## src/hw/rtl/jp2_box_metadata_locator_top_assert.svh

```systemverilog
// assertion macros for the jp2 box metadata locator
// depends on a clock named clock and a reset named reset in the including module
`ifndef JP2_BOX_METADATA_LOCATOR_TOP_ASSERT_SVH
`define JP2_BOX_METADATA_LOCATOR_TOP_ASSERT_SVH

// antecedent implies consequent in the same cycle
`define JBML_ASSERT_NOW(label, ante, cons, msg) \
   label: assert property (@(posedge clock) disable iff (reset) (ante) |-> (cons)) \
      else $error(msg);

// antecedent implies consequent in the next cycle
`define JBML_ASSERT_NEXT(label, ante, cons, msg) \
   label: assert property (@(posedge clock) disable iff (reset) (ante) |=> (cons)) \
      else $error(msg);

`endif

```

## src/hw/rtl/jp2bml_pkg.sv

```systemverilog
// types and constants for the jp2 box metadata locator
// no dependencies
package jp2bml_pkg;

   typedef enum logic [2:0] {
      PH_SIG  = 3'd0,
      PH_HDR  = 3'd1,
      PH_SUB  = 3'd2,
      PH_IHDR = 3'd3,
      PH_UUID = 3'd4,
      PH_SKIP = 3'd5
   } phase_type;

   localparam logic [2:0] EV_NONE    = 3'd0;
   localparam logic [2:0] EV_NOT_JP2 = 3'd1;
   localparam logic [2:0] EV_SIZE    = 3'd2;
   localparam logic [2:0] EV_EXIF    = 3'd3;
   localparam logic [2:0] EV_IPTC    = 3'd4;
   localparam logic [2:0] EV_XMP     = 3'd5;
   localparam logic [2:0] EV_END     = 3'd6;
   localparam logic [2:0] EV_BAD_LEN = 3'd7;

   localparam logic [31:0] TYPE_JP2H = 32'h6a703268;
   localparam logic [31:0] TYPE_IHDR = 32'h69686472;
   localparam logic [31:0] TYPE_UUID = 32'h75756964;

   localparam logic [4:0] SIG_LEN = 5'd12;

   localparam logic [7:0] UUID_EXIF [16] = '{
      8'h4a, 8'h70, 8'h67, 8'h54, 8'h69, 8'h66, 8'h66, 8'h45,
      8'h78, 8'h69, 8'h66, 8'h2d, 8'h3e, 8'h4a, 8'h50, 8'h32
   };
   localparam logic [7:0] UUID_IPTC [16] = '{
      8'h33, 8'hc7, 8'ha4, 8'hd2, 8'hb8, 8'h1d, 8'h47, 8'h23,
      8'ha0, 8'hba, 8'hf1, 8'ha3, 8'he0, 8'h97, 8'had, 8'h38
   };
   localparam logic [7:0] UUID_XMP [16] = '{
      8'hbe, 8'h7a, 8'hcf, 8'hcb, 8'h97, 8'ha9, 8'h42, 8'he8,
      8'h9c, 8'h71, 8'h99, 8'h94, 8'h91, 8'he3, 8'haf, 8'hac
   };

   function automatic logic [7:0] sig_byte(input logic [3:0] idx);
      logic [7:0] val;
      unique case (idx)
         4'd3:    val = 8'h0c;
         4'd4:    val = 8'h6a;
         4'd5:    val = 8'h50;
         4'd6:    val = 8'h20;
         4'd7:    val = 8'h20;
         4'd8:    val = 8'h0d;
         4'd9:    val = 8'h0a;
         4'd10:   val = 8'h87;
         4'd11:   val = 8'h0a;
         default: val = 8'h00;
      endcase
      return val;
   endfunction

endpackage

```

## src/hw/rtl/jp2_box_metadata_locator_top.sv

```systemverilog
// jp2 box walker: each input byte passes the input register, then the result register;
// 1 byte per cycle while rsp_stall does not hold the result register, one result per byte
// all parsing is one combinational pass from the input register into the result register
// synchronous active-high reset returns the parser to signature check at offset zero;
// a byte with file_start set restarts parsing in the same pass
// uses jp2bml_pkg and jp2_box_metadata_locator_top_assert.svh
`include "jp2_box_metadata_locator_top_assert.svh"

module jp2_box_metadata_locator_top #(
   parameter int OFFSET_BITS = 32
) (
   input  logic        clock,
   input  logic        reset,
   input  logic        req_valid,
   output logic        req_stall,
   input  logic [7:0]  req_data_byte,
   input  logic        req_file_start,
   output logic        rsp_valid,
   input  logic        rsp_stall,
   output logic [2:0]  rsp_event_res,
   output logic [31:0] rsp_image_width,
   output logic [31:0] rsp_image_height,
   output logic [31:0] rsp_payload_offset,
   output logic [31:0] rsp_payload_length
);

   localparam int P = OFFSET_BITS;

   logic       in_valid_ff, in_valid_in;
   logic [7:0] in_byte_ff;
   logic       in_start_ff;
   logic       accept, advance;

   jp2bml_pkg::phase_type ph_ff, ph_in, ph_cur, ph_eff;
   logic [4:0]   k_ff, k_in, k_cur, k_eff;
   logic [P-1:0] pos_ff, pos_in, pos_cur;
   logic [P-1:0] bstart_ff, bstart_in, bstart_cur, bstart_eff;
   logic [P-1:0] off_w, pay_off_w;
   logic [63:0]  pay_off_ext;
   logic [31:0]  bsize_ff, bsize_in, bsize_cur;
   logic [31:0]  acc_ff, acc_in, acc_cur, acc_shift;
   logic [31:0]  hh_ff, hh_in, hh_cur;
   logic [2:0]   cand_ff, cand_in, cand_cur, cand_miss;
   logic         halt_ff, halt_in, halt_cur;
   logic         box_end, overrun;

   logic        rsp_valid_ff, rsp_valid_in;
   logic [2:0]  ev_ff, ev_in;
   logic [31:0] width_ff, width_in, height_ff, height_in;
   logic [31:0] offset_ff, offset_in, length_ff, length_in;

   // handshake
   assign advance     = in_valid_ff && (!rsp_valid_ff || !rsp_stall);
   assign req_stall   = in_valid_ff && !advance;
   assign accept      = req_valid && !req_stall;
   assign in_valid_in = accept ? 1'b1 : (advance ? 1'b0 : in_valid_ff);
   assign rsp_valid_in = advance ? 1'b1 : (rsp_valid_ff && rsp_stall);

   always_ff @(posedge clock) begin
      if (reset) begin
         in_valid_ff  <= 1'b0;
         rsp_valid_ff <= 1'b0;
      end else begin
         in_valid_ff  <= in_valid_in;
         rsp_valid_ff <= rsp_valid_in;
      end
   end

   always_ff @(posedge clock) begin
      if (accept) begin
         in_byte_ff  <= req_data_byte;
         in_start_ff <= req_file_start;
      end
      if (advance) begin
         ev_ff     <= ev_in;
         width_ff  <= width_in;
         height_ff <= height_in;
         offset_ff <= offset_in;
         length_ff <= length_in;
      end
   end

   // parser state
   always_ff @(posedge clock) begin
      if (reset) begin
         ph_ff     <= jp2bml_pkg::PH_SIG;
         k_ff      <= '0;
         pos_ff    <= '0;
         bstart_ff <= '0;
         bsize_ff  <= '0;
         acc_ff    <= '0;
         cand_ff   <= 3'b111;
         hh_ff     <= '0;
         halt_ff   <= 1'b0;
      end else if (advance) begin
         ph_ff     <= ph_in;
         k_ff      <= k_in;
         pos_ff    <= pos_in;
         bstart_ff <= bstart_in;
         bsize_ff  <= bsize_in;
         acc_ff    <= acc_in;
         cand_ff   <= cand_in;
         hh_ff     <= hh_in;
         halt_ff   <= halt_in;
      end
   end

   // state as seen by this byte, after a possible restart
   always_comb begin
      if (in_start_ff) begin
         ph_cur     = jp2bml_pkg::PH_SIG;
         k_cur      = '0;
         pos_cur    = '0;
         bstart_cur = '0;
         bsize_cur  = '0;
         acc_cur    = '0;
         cand_cur   = 3'b111;
         hh_cur     = '0;
         halt_cur   = 1'b0;
      end else begin
         ph_cur     = ph_ff;
         k_cur      = k_ff;
         pos_cur    = pos_ff;
         bstart_cur = bstart_ff;
         bsize_cur  = bsize_ff;
         acc_cur    = acc_ff;
         cand_cur   = cand_ff;
         hh_cur     = hh_ff;
         halt_cur   = halt_ff;
      end
   end

   // box boundary
   assign off_w   = pos_cur - bstart_cur;
   assign box_end = (ph_cur == jp2bml_pkg::PH_SUB || ph_cur == jp2bml_pkg::PH_IHDR ||
                     ph_cur == jp2bml_pkg::PH_UUID || ph_cur == jp2bml_pkg::PH_SKIP) &&
                    (64'(off_w) == 64'(bsize_cur));
   assign overrun    = box_end && (ph_cur != jp2bml_pkg::PH_SKIP);
   assign ph_eff     = box_end ? jp2bml_pkg::PH_HDR : ph_cur;
   assign k_eff      = box_end ? 5'd0 : k_cur;
   assign bstart_eff = box_end ? pos_cur : bstart_cur;

   assign acc_shift   = {acc_cur[23:0], in_byte_ff};
   assign pay_off_w   = bstart_eff + P'(24);
   assign pay_off_ext = 64'(pay_off_w);
   assign cand_miss[0] = in_byte_ff != jp2bml_pkg::UUID_EXIF[k_eff[3:0]];
   assign cand_miss[1] = in_byte_ff != jp2bml_pkg::UUID_IPTC[k_eff[3:0]];
   assign cand_miss[2] = in_byte_ff != jp2bml_pkg::UUID_XMP[k_eff[3:0]];

   always_comb begin
      ph_in     = ph_cur;
      k_in      = k_cur;
      pos_in    = pos_cur + P'(1);
      bstart_in = bstart_cur;
      bsize_in  = bsize_cur;
      acc_in    = acc_cur;
      cand_in   = cand_cur;
      hh_in     = hh_cur;
      halt_in   = halt_cur;
      ev_in     = jp2bml_pkg::EV_NONE;
      width_in  = '0;
      height_in = '0;
      offset_in = '0;
      length_in = '0;
      priority if (halt_cur) begin
         ev_in = jp2bml_pkg::EV_NONE;
      end else if (overrun) begin
         ev_in   = jp2bml_pkg::EV_BAD_LEN;
         halt_in = 1'b1;
      end else begin
         ph_in     = ph_eff;
         k_in      = k_eff;
         bstart_in = bstart_eff;
         unique case (ph_eff)
            jp2bml_pkg::PH_SIG: begin
               priority if (k_eff >= jp2bml_pkg::SIG_LEN ||
                            in_byte_ff != jp2bml_pkg::sig_byte(k_eff[3:0])) begin
                  ev_in   = jp2bml_pkg::EV_NOT_JP2;
                  halt_in = 1'b1;
               end else if (k_eff == jp2bml_pkg::SIG_LEN - 5'd1) begin
                  ph_in     = jp2bml_pkg::PH_HDR;
                  k_in      = '0;
                  bstart_in = pos_cur + P'(1);
               end else begin
                  k_in = k_eff + 5'd1;
               end
            end
            jp2bml_pkg::PH_HDR: begin
               acc_in = acc_shift;
               if (k_eff == 5'd3) begin
                  bsize_in = acc_shift;
               end
               priority if (k_eff < 5'd7) begin
                  k_in = k_eff + 5'd1;
               end else begin
                  k_in = '0;
                  priority if (bsize_cur == 32'd0) begin
                     ev_in   = jp2bml_pkg::EV_END;
                     halt_in = 1'b1;
                  end else if (bsize_cur < 32'd8) begin
                     ev_in   = jp2bml_pkg::EV_BAD_LEN;
                     halt_in = 1'b1;
                  end else if (acc_shift == jp2bml_pkg::TYPE_JP2H) begin
                     ph_in = jp2bml_pkg::PH_SUB;
                  end else if (acc_shift == jp2bml_pkg::TYPE_UUID) begin
                     ph_in   = jp2bml_pkg::PH_UUID;
                     cand_in = 3'b111;
                  end else begin
                     ph_in = jp2bml_pkg::PH_SKIP;
                  end
               end
            end
            jp2bml_pkg::PH_SUB: begin
               acc_in = acc_shift;
               priority if (k_eff < 5'd7) begin
                  k_in = k_eff + 5'd1;
               end else begin
                  k_in  = '0;
                  ph_in = (acc_shift == jp2bml_pkg::TYPE_IHDR) ? jp2bml_pkg::PH_IHDR
                                                               : jp2bml_pkg::PH_SKIP;
               end
            end
            jp2bml_pkg::PH_IHDR: begin
               if (k_eff < 5'd8) begin
                  acc_in = acc_shift;
               end
               if (k_eff == 5'd3) begin
                  hh_in = acc_shift;
               end
               priority if (k_eff < 5'd13) begin
                  k_in = k_eff + 5'd1;
               end else begin
                  k_in      = '0;
                  ph_in     = jp2bml_pkg::PH_SKIP;
                  ev_in     = jp2bml_pkg::EV_SIZE;
                  width_in  = acc_cur;
                  height_in = hh_cur;
               end
            end
            jp2bml_pkg::PH_UUID: begin
               if (k_eff < 5'd16) begin
                  cand_in = cand_cur & ~cand_miss;
               end
               priority if (k_eff < 5'd15) begin
                  k_in = k_eff + 5'd1;
               end else begin
                  k_in  = '0;
                  ph_in = jp2bml_pkg::PH_SKIP;
                  if (cand_in != 3'b000) begin
                     priority if (cand_in[0]) begin
                        ev_in = jp2bml_pkg::EV_EXIF;
                     end else if (cand_in[1]) begin
                        ev_in = jp2bml_pkg::EV_IPTC;
                     end else begin
                        ev_in = jp2bml_pkg::EV_XMP;
                     end
                     offset_in = pay_off_ext[31:0];
                     length_in = bsize_cur - 32'd24;
                  end
               end
            end
            default: begin
               ph_in = ph_eff;
            end
         endcase
      end
   end

   assign rsp_valid          = rsp_valid_ff;
   assign rsp_event_res      = ev_ff;
   assign rsp_image_width    = width_ff;
   assign rsp_image_height   = height_ff;
   assign rsp_payload_offset = offset_ff;
   assign rsp_payload_length = length_ff;

   `JBML_ASSERT_NEXT(a_halt_quiet, advance && halt_ff && !in_start_ff,
      ev_ff == jp2bml_pkg::EV_NONE, "byte after halt produced an event")
   `JBML_ASSERT_NEXT(a_stop_halts,
      advance && (ev_in == jp2bml_pkg::EV_NOT_JP2 || ev_in == jp2bml_pkg::EV_END ||
                  ev_in == jp2bml_pkg::EV_BAD_LEN),
      halt_ff, "terminal event without halt")
   `JBML_ASSERT_NOW(a_hdr_count,
      ph_ff == jp2bml_pkg::PH_HDR || ph_ff == jp2bml_pkg::PH_SUB,
      k_ff < 5'd8, "header byte count out of range")
   `JBML_ASSERT_NEXT(a_input_held, in_valid_ff && !advance,
      in_valid_ff && $stable(in_byte_ff), "stalled input register lost its byte")

endmodule
```

## config.mk

```make
export PLATFORM = sky130hd
export DESIGN_NAME = jp2_box_metadata_locator_top
export DESIGN_NICKNAME = d
export VERILOG_FILES = /design/src/hw/rtl/jp2bml_pkg.sv /design/src/hw/rtl/jp2_box_metadata_locator_top.sv
export VERILOG_INCLUDE_DIRS = /design/src /design/src/hw/rtl
export SDC_FILE = /design/constraint.sdc
export NUM_CORES = 1
export LEC_CHECK = 0
export BUFFER_PORTS_ARGS = -buffer_cell sky130_fd_sc_hd__buf_2
export CORE_MARGIN = 2
export CORE_UTILIZATION = 40
export CTS_CLUSTER_DIAMETER = 40
export DETAILED_ROUTE_END_ITERATION = 6
export GPL_ROUTABILITY_DRIVEN = 1
export HOLD_SLACK_MARGIN = 0.12
export SKIP_CTS_REPAIR_TIMING = 1
export SLEW_MARGIN = 40
export SYNTH_ARGS = -nofsm -noshare
export SYNTH_HDL_FRONTEND = slang
export SYNTH_SLANG_ARGS = --single-unit
```

## constraint.sdc

```tcl
create_clock -name clock -period 13.4 [get_ports clock]
set_input_delay 0.67 -clock clock [delete_from_list [all_inputs] [get_ports clock]]
set_output_delay 0.67 -clock clock [all_outputs]
set_load 0.1 [all_outputs]
```

==> results of run 1 <==
cell families (layout without fill, tap and decap cells):
kind of cell             after synthesis  count (layout)  share of synthesized area, %
AO/OA/AOI/OAI                        706             706                          23.2
XOR/XNOR                             135             135                          5.99
adder cells (fa/ha/maj)               28              28                          1.67
buffers and inverters                258             341                          5.51
flip-flops                           314             314                          37.5
multiplexers                          18              18                         0.904
AND/OR/NAND/NOR                     1059            1059                          25.2
per-layer routing:
layer  share of wire (%)  wire (µm)
met1                  45      34600
met2                  43      33200
met3                 8.9       6860
met4                 2.7       2090
met5                   0          0
where the power goes:
part	total, mW	internal, mW	switching (mW)
combinational	0.353	0.0725	0.281
clock	1.38	0.860	0.515
sequential	1.04	1.02	0.0200
total	2.77	1.96	0.816
registers in the layout (all words and copies together), names as in the netlist:
register / count
in_valid_ff: 1
rsp_payload_offset: 32
cand_ff: 3
k_ff: 5
rsp_image_width: 32
hh_ff: 32
rsp_image_height: 32
rsp_valid: 1
in_start_ff: 1
rsp_event_res: 3
halt_ff: 1
pos_ff: 32
bstart_ff: 32
ph_ff: 3
in_byte_ff: 8
acc_ff: 32
bsize_ff: 32
rsp_payload_length: 32
layout by cell type (no fill, tap or decap), drive strengths merged, types with 35 or more instances in the layout:
cell type and instances:
a21oi 175, nand3 56, nor4 35, and2 66, clkbuf 61, nand4 35
o21ai 140, nor3 79, inv 71, dfxtp 174, buf 182, xor2 48
edfxtp 140, nand2 259, xnor2 86, nor2 326, a22oi 102, nor2b 79
cell type report:
cell class,count,share of cell area (%)
Timing Repair Buffer,182,4.42
Clock buffer,61,5.98
Multi-Input combinational cell,1946,50.2
Inverter,63,1.04
Tap cell,672,3.60
Clock inverter,35,1.88
Sequential cell,314,32.9
worst max-delay path: cells and delay by family, from the launching register on:
kind	cells	cell delay (ns)
flip-flops	1	0.35
AND/OR/NAND/NOR	8	2.92
buffers and inverters	6	2.05
adder cells (fa/ha/maj)	2	0.72
multiplexers	1	0.23
AO/OA/AOI/OAI	12	3.33
how the worst max path moves through the flow:
| stage | endpoint | cells past startpoint | from |
|---|---|---|---|
| floorplan | rsp_payload_offset[31]$_SDFFCE_PP0P_ | 41 | in_start_ff$_DFFE_PP_ |
| global placement | bstart_ff[17]$_SDFFE_PP0P_ | 29 | in_start_ff$_DFFE_PP_ |
| detailed placement | bstart_ff[17]$_SDFFE_PP0P_ | 29 | in_start_ff$_DFFE_PP_ |
| CTS | bstart_ff[17]$_SDFFE_PP0P_ | 29 | in_start_ff$_DFFE_PP_ |
| global route | bstart_ff[17]$_SDFFE_PP0P_ | 29 | in_start_ff$_DFFE_PP_ |
| finish | bstart_ff[23]$_SDFFE_PP0P_ | 29 | in_start_ff$_DFFE_PP_ |
stage by stage:
step           hold WS, ns  setup WS, ns  cells  utilization [%]
2_1_floorplan        0.432          3.59   2518                -
3_3_place_gp         0.444          3.79   3176             42.6
3_5_place_dp         0.445          3.61   3177             42.7
4_1_cts              0.225          3.51   3273             46.4
5_1_grt              0.233          2.89   3273             46.4
6_report             0.252          3.58   3273             46.4
==> flow_metrics.tcl, run 1 <==
set metrics [dict create \
    grtUsageMet1_pct 40.9 \
    hold_viol_final 0 \
    synth_flop_cell "dfxtp_1" \
    avgSynthCellArea_um2 8.13 \
    synth_seq_cells 314 \
    hold_class "primary input to register" \
    fmax_ghz 0.102 \
    busiest_layer "met2" \
    fillCellCount 4890 \
    path_clk_slew_ns 0.05 \
    register_area_um2 7690 \
    min_path_cells 1 \
    post-synth-top-count-cell "nor2_1" \
    r2r_start "in_start_ff$_DFFE_PP_" \
    root_buffer "clkbuf_16" \
    r2r_end "bstart_ff[23]$_SDFFE_PP0P_" \
    synth_cell_type_count 105 \
    slowest_delay_ns 0.70 \
    clk_path_buf_depth 3 \
    gp_congestion 0.924 \
    final.min_clock_period_ns 9.82 \
    syn_area_um2 20500 \
    final_max_slew_viol_count 0 \
    powerDensity_nw_per_um2 118 \
    path_class "register to register" \
    ir_worst_vdd_v 0.0000974 \
    gr-usage-all-layers_pct 27.9 \
    critPathRequiredTime_ns 13.88 \
    use_met2_pct 41.4 \
    relSlewSlack_pct 38.5 \
    vias_per_cell 6.14 \
    grt_start_max_net_pins 130 \
    yosysWarnings 0 \
    num_rows 82 \
    syn_nets 2556 \
    drive_gt1_share_pct 12.6 \
    fin_crit_sh_pct 73.3 \
    path_max_fanout 53 \
    cts_buffers 51 \
    die_w_um 230 \
    cap_viol_max_count 0 \
    use_met3_pct 4.92 \
    core_um2 50400 \
    rsz0062_at_grt "false" \
    drcViolationCount 10 \
    routedWlPerCell_um 23.5 \
    cellLeakagePower_nw 8.13 \
    grt_pass1_vias 18400 \
    antenna_found_initial 0 \
    design_area_um2 23400 \
    die_y_um 230 \
    start_kind "register" \
    status "finished with violations" \
    post-dp-hpwl_um 54400 \
    dieArea_um2 53000 \
    synth_edf_count 140 \
    first_pass_iters 7 \
    worstHoldEndpoint "in_byte_ff[4]$_DFFE_PP_" \
    violations "design-rule violations" \
    wl_um 76800 \
    io_pins 146 \
    finClkSkew_ns 0.0432 \
    worst_slew_pin_slew_ns 0.918 \
    ant_nets 0 \
    io_buffers 145 \
    min_from "req_data_byte[4]" \
    antenna_cells 0 \
    end_kind "register" \
    totalPowerFinal_mw 2.77 \
    r2r_slack_ns 3.58 \
    yosys-top-cells-count "325 x nor2_1, 259 x nand2_1, 174 x dfxtp_1, 172 x a21oi_1, 140 x edfxtp_1" \
    synth_top_area_share_pct 20.5 \
    final.setup.tns_ns 0 \
    ys_seq_area_share_pct 37.5 \
    syn_to_final_growth_pct 14.2 \
    cts.sinks 314 \
    finalSetupViolCount 0 \
    cts_tree "done" \
    start_util_pct 40.6 \
    final_nets 2596 \
    placed_area_um2 21500 \
    worstPathArrival_ns 10.30 \
    async_reset_ff_share_pct 0 \
    htreeDepth 2 \
    synth_top_cell_by_area "edfxtp_1" \
    globalRouteOverflowTotal 0 \
    cp_slowest_cell "and3_1" \
    vias 20100 \
    multi_input_area_um2 11700 \
    drt_iter0_markers 2516 \
    worstRegToRegCells 29 \
    clk_latency_ns 0.62 \
    grt_pass1_wl_um 115000 \
    synthCells 2518 \
    synth_area_leaders "edfxtp_1 21%, dfxtp_1 17%, nor2_1 6.0%" \
]
No activity file was read; power rests on OpenSTA's default activity.
==> run 2: changes to the inputs <==
==> constraint.sdc (replaced) <==
create_clock -name clock -period 8.2 [get_ports clock]
set_input_delay 0.41 -clock clock [delete_from_list [all_inputs] [get_ports clock]]
set_output_delay 0.41 -clock clock [all_outputs]
set_load 0.1 [all_outputs]
==> run 2 against run 1 <==
Compared with the run above:
- the flow now finishes without violations
- clock skew is 0.015 ns higher
- sequential power is 64% higher
- critical path depth is 1 lower
- cell area is 1.6% higher
- register-to-register slack worse by 3.2 ns
- largest power group unchanged
==> flow_metrics.tcl, run 2 (synthesis gave the netlist of run 1 again) <==
set metrics [dict create \
    vias 20300 \
    start_kind "register" \
    antenna_cells 0 \
    worstPathArrival_ns 8.16 \
    drcViolationCount 0 \
    gp_congestion 0.946 \
    post-dp-hpwl_um 56300 \
    ir_worst_vdd_v 0.000167 \
    finalCoreUtilization_pct 47.2 \
    vias_per_cell 6.11 \
    hold_viol_final 0 \
    use_met3_pct 4.48 \
    gr-usage-all-layers_pct 28.6 \
    min_from "reset" \
    cp_slowest_cell "or4_1" \
    grtUsageMet1_pct 41.8 \
    critPathRequiredTime_ns 8.57 \
    root_buffer "clkbuf_16" \
    grt_pass1_wl_um 117000 \
    die_w_um 230 \
    ant_nets 0 \
    multi_input_area_um2 11800 \
    status "finished, final reports clean" \
    register_area_um2 7690 \
    powerDensity_nw_per_um2 189 \
    final.min_clock_period_ns 7.79 \
    slowest_delay_ns 0.54 \
    final_nets 2644 \
    use_met2_pct 43.1 \
    grt_start_max_net_pins 70 \
    end_kind "register" \
    critPathLaunch "in_start_ff$_DFFE_PP_" \
    routedWlPerCell_um 23.5 \
    fin_crit_sh_pct 95.0 \
    io_buffers 145 \
    crit_buf_inv 5 \
    final.setup.tns_ns 0 \
    cts.sinks 314 \
    clk_latency_ns 0.62 \
    grt_pass1_vias 18700 \
    dieArea_um2 53000 \
    final_common_cell "nor2_1" \
    fmax_ghz 0.128 \
    cellLeakagePower_nw 8.31 \
    clk_path_buf_depth 3 \
    cap_viol_max_count 0 \
    first_pass_iters 5 \
    worst_slew_pin_slew_ns 0.920 \
    wl_um 78100 \
    syn_to_final_growth_pct 16.1 \
    cts_buffers 51 \
    drt_iter0_markers 2536 \
    critPathTopFamily "compound AO/OA/AOI/OAI gates" \
    drive_gt1_share_pct 14.2 \
    num_rows 82 \
    fillCellCount 4966 \
    path_clk_slew_ns 0.06 \
    r2r_start "in_start_ff$_DFFE_PP_" \
    rsz0062_at_grt "false" \
    finClkSkew_ns 0.0584 \
    totalPowerFinal_mw 4.48 \
    layout_common_cells "321 x nor2_1, 258 x nand2_1, 174 x dfxtp_1" \
    relSlewSlack_pct 38.5 \
    core_um2 50400 \
    busiest_layer "met2" \
    hold_class "primary input to register" \
    antenna_found_initial 1 \
    path_max_fanout 64 \
    die_y_um 230 \
    globalRouteOverflowTotal 0 \
    io_pins 146 \
    start_util_pct 40.6 \
    final_max_slew_viol_count 0 \
    htreeDepth 2 \
    path_class "register to register" \
    finalSetupViolCount 0 \
    cts_tree "done" \
]
[run 2: cell types whose count changed in the layout (fill, tap and decap cells not counted), sizes merged]
cell         delta
clkinv          -3
buf            +37
clkbuf          +2
inv             -4
dlygate4sd3    +11
clkinvlp        +5
[run 2: report_power, final]
group | switching [mW] | leakage [nW] | total, mW | internal, mW
clock | 0.831 | 0.830 | 2.18 | 1.35
sequential | 0.0374 | 2.71 | 1.71 | 1.67
combinational | 0.460 | 4.77 | 0.590 | 0.130
[run 2: cell type report]
class	count	area share, %
Clock buffer	63	5.69
Clock inverter	33	1.77
Inverter	63	1.02
Multi-Input combinational cell	1946	49.7
Sequential cell	314	32.4
Tap cell	672	3.54
Timing Repair Buffer	230	5.97
[run 2: through the flow]
stage                     cell area (µm²)  hold slack (ns)  std cells  setup slack [ns]
after floorplan                     20600            0.432       2518            0.0195
after global placement              21800            0.445       3214             0.483
after detailed placement            21800            0.450       3214             0.444
after CTS                           23600          -0.0408       3310             0.360
after global routing                23800            0.239       3321           0.00546
final                               23800            0.241       3321             0.408
[run 2: final timing paths]
| path | to | slack (ns) | cells past startpoint |
|---|---|---|---|
| hold reg to reg | bstart_ff[27]$_SDFFE_PP0P_ | 0.46 | 2 |
| setup reg to reg | rsp_payload_offset[1]$_SDFFCE_PP0P_ | 0.41 | 28 |
| hold / removal | pos_ff[7]$_SDFFE_PP0P_ | 0.24 | 2 |
| setup / recovery | rsp_payload_offset[1]$_SDFFCE_PP0P_ | 0.41 | 28 |
[run 2: per-layer routing]
layer  routed length [µm]  part of all wire, %
met5                    0                    0
met3                 6430                  8.2
met2                34500                   44
met1                35200                   45
met4                 1960                  2.5
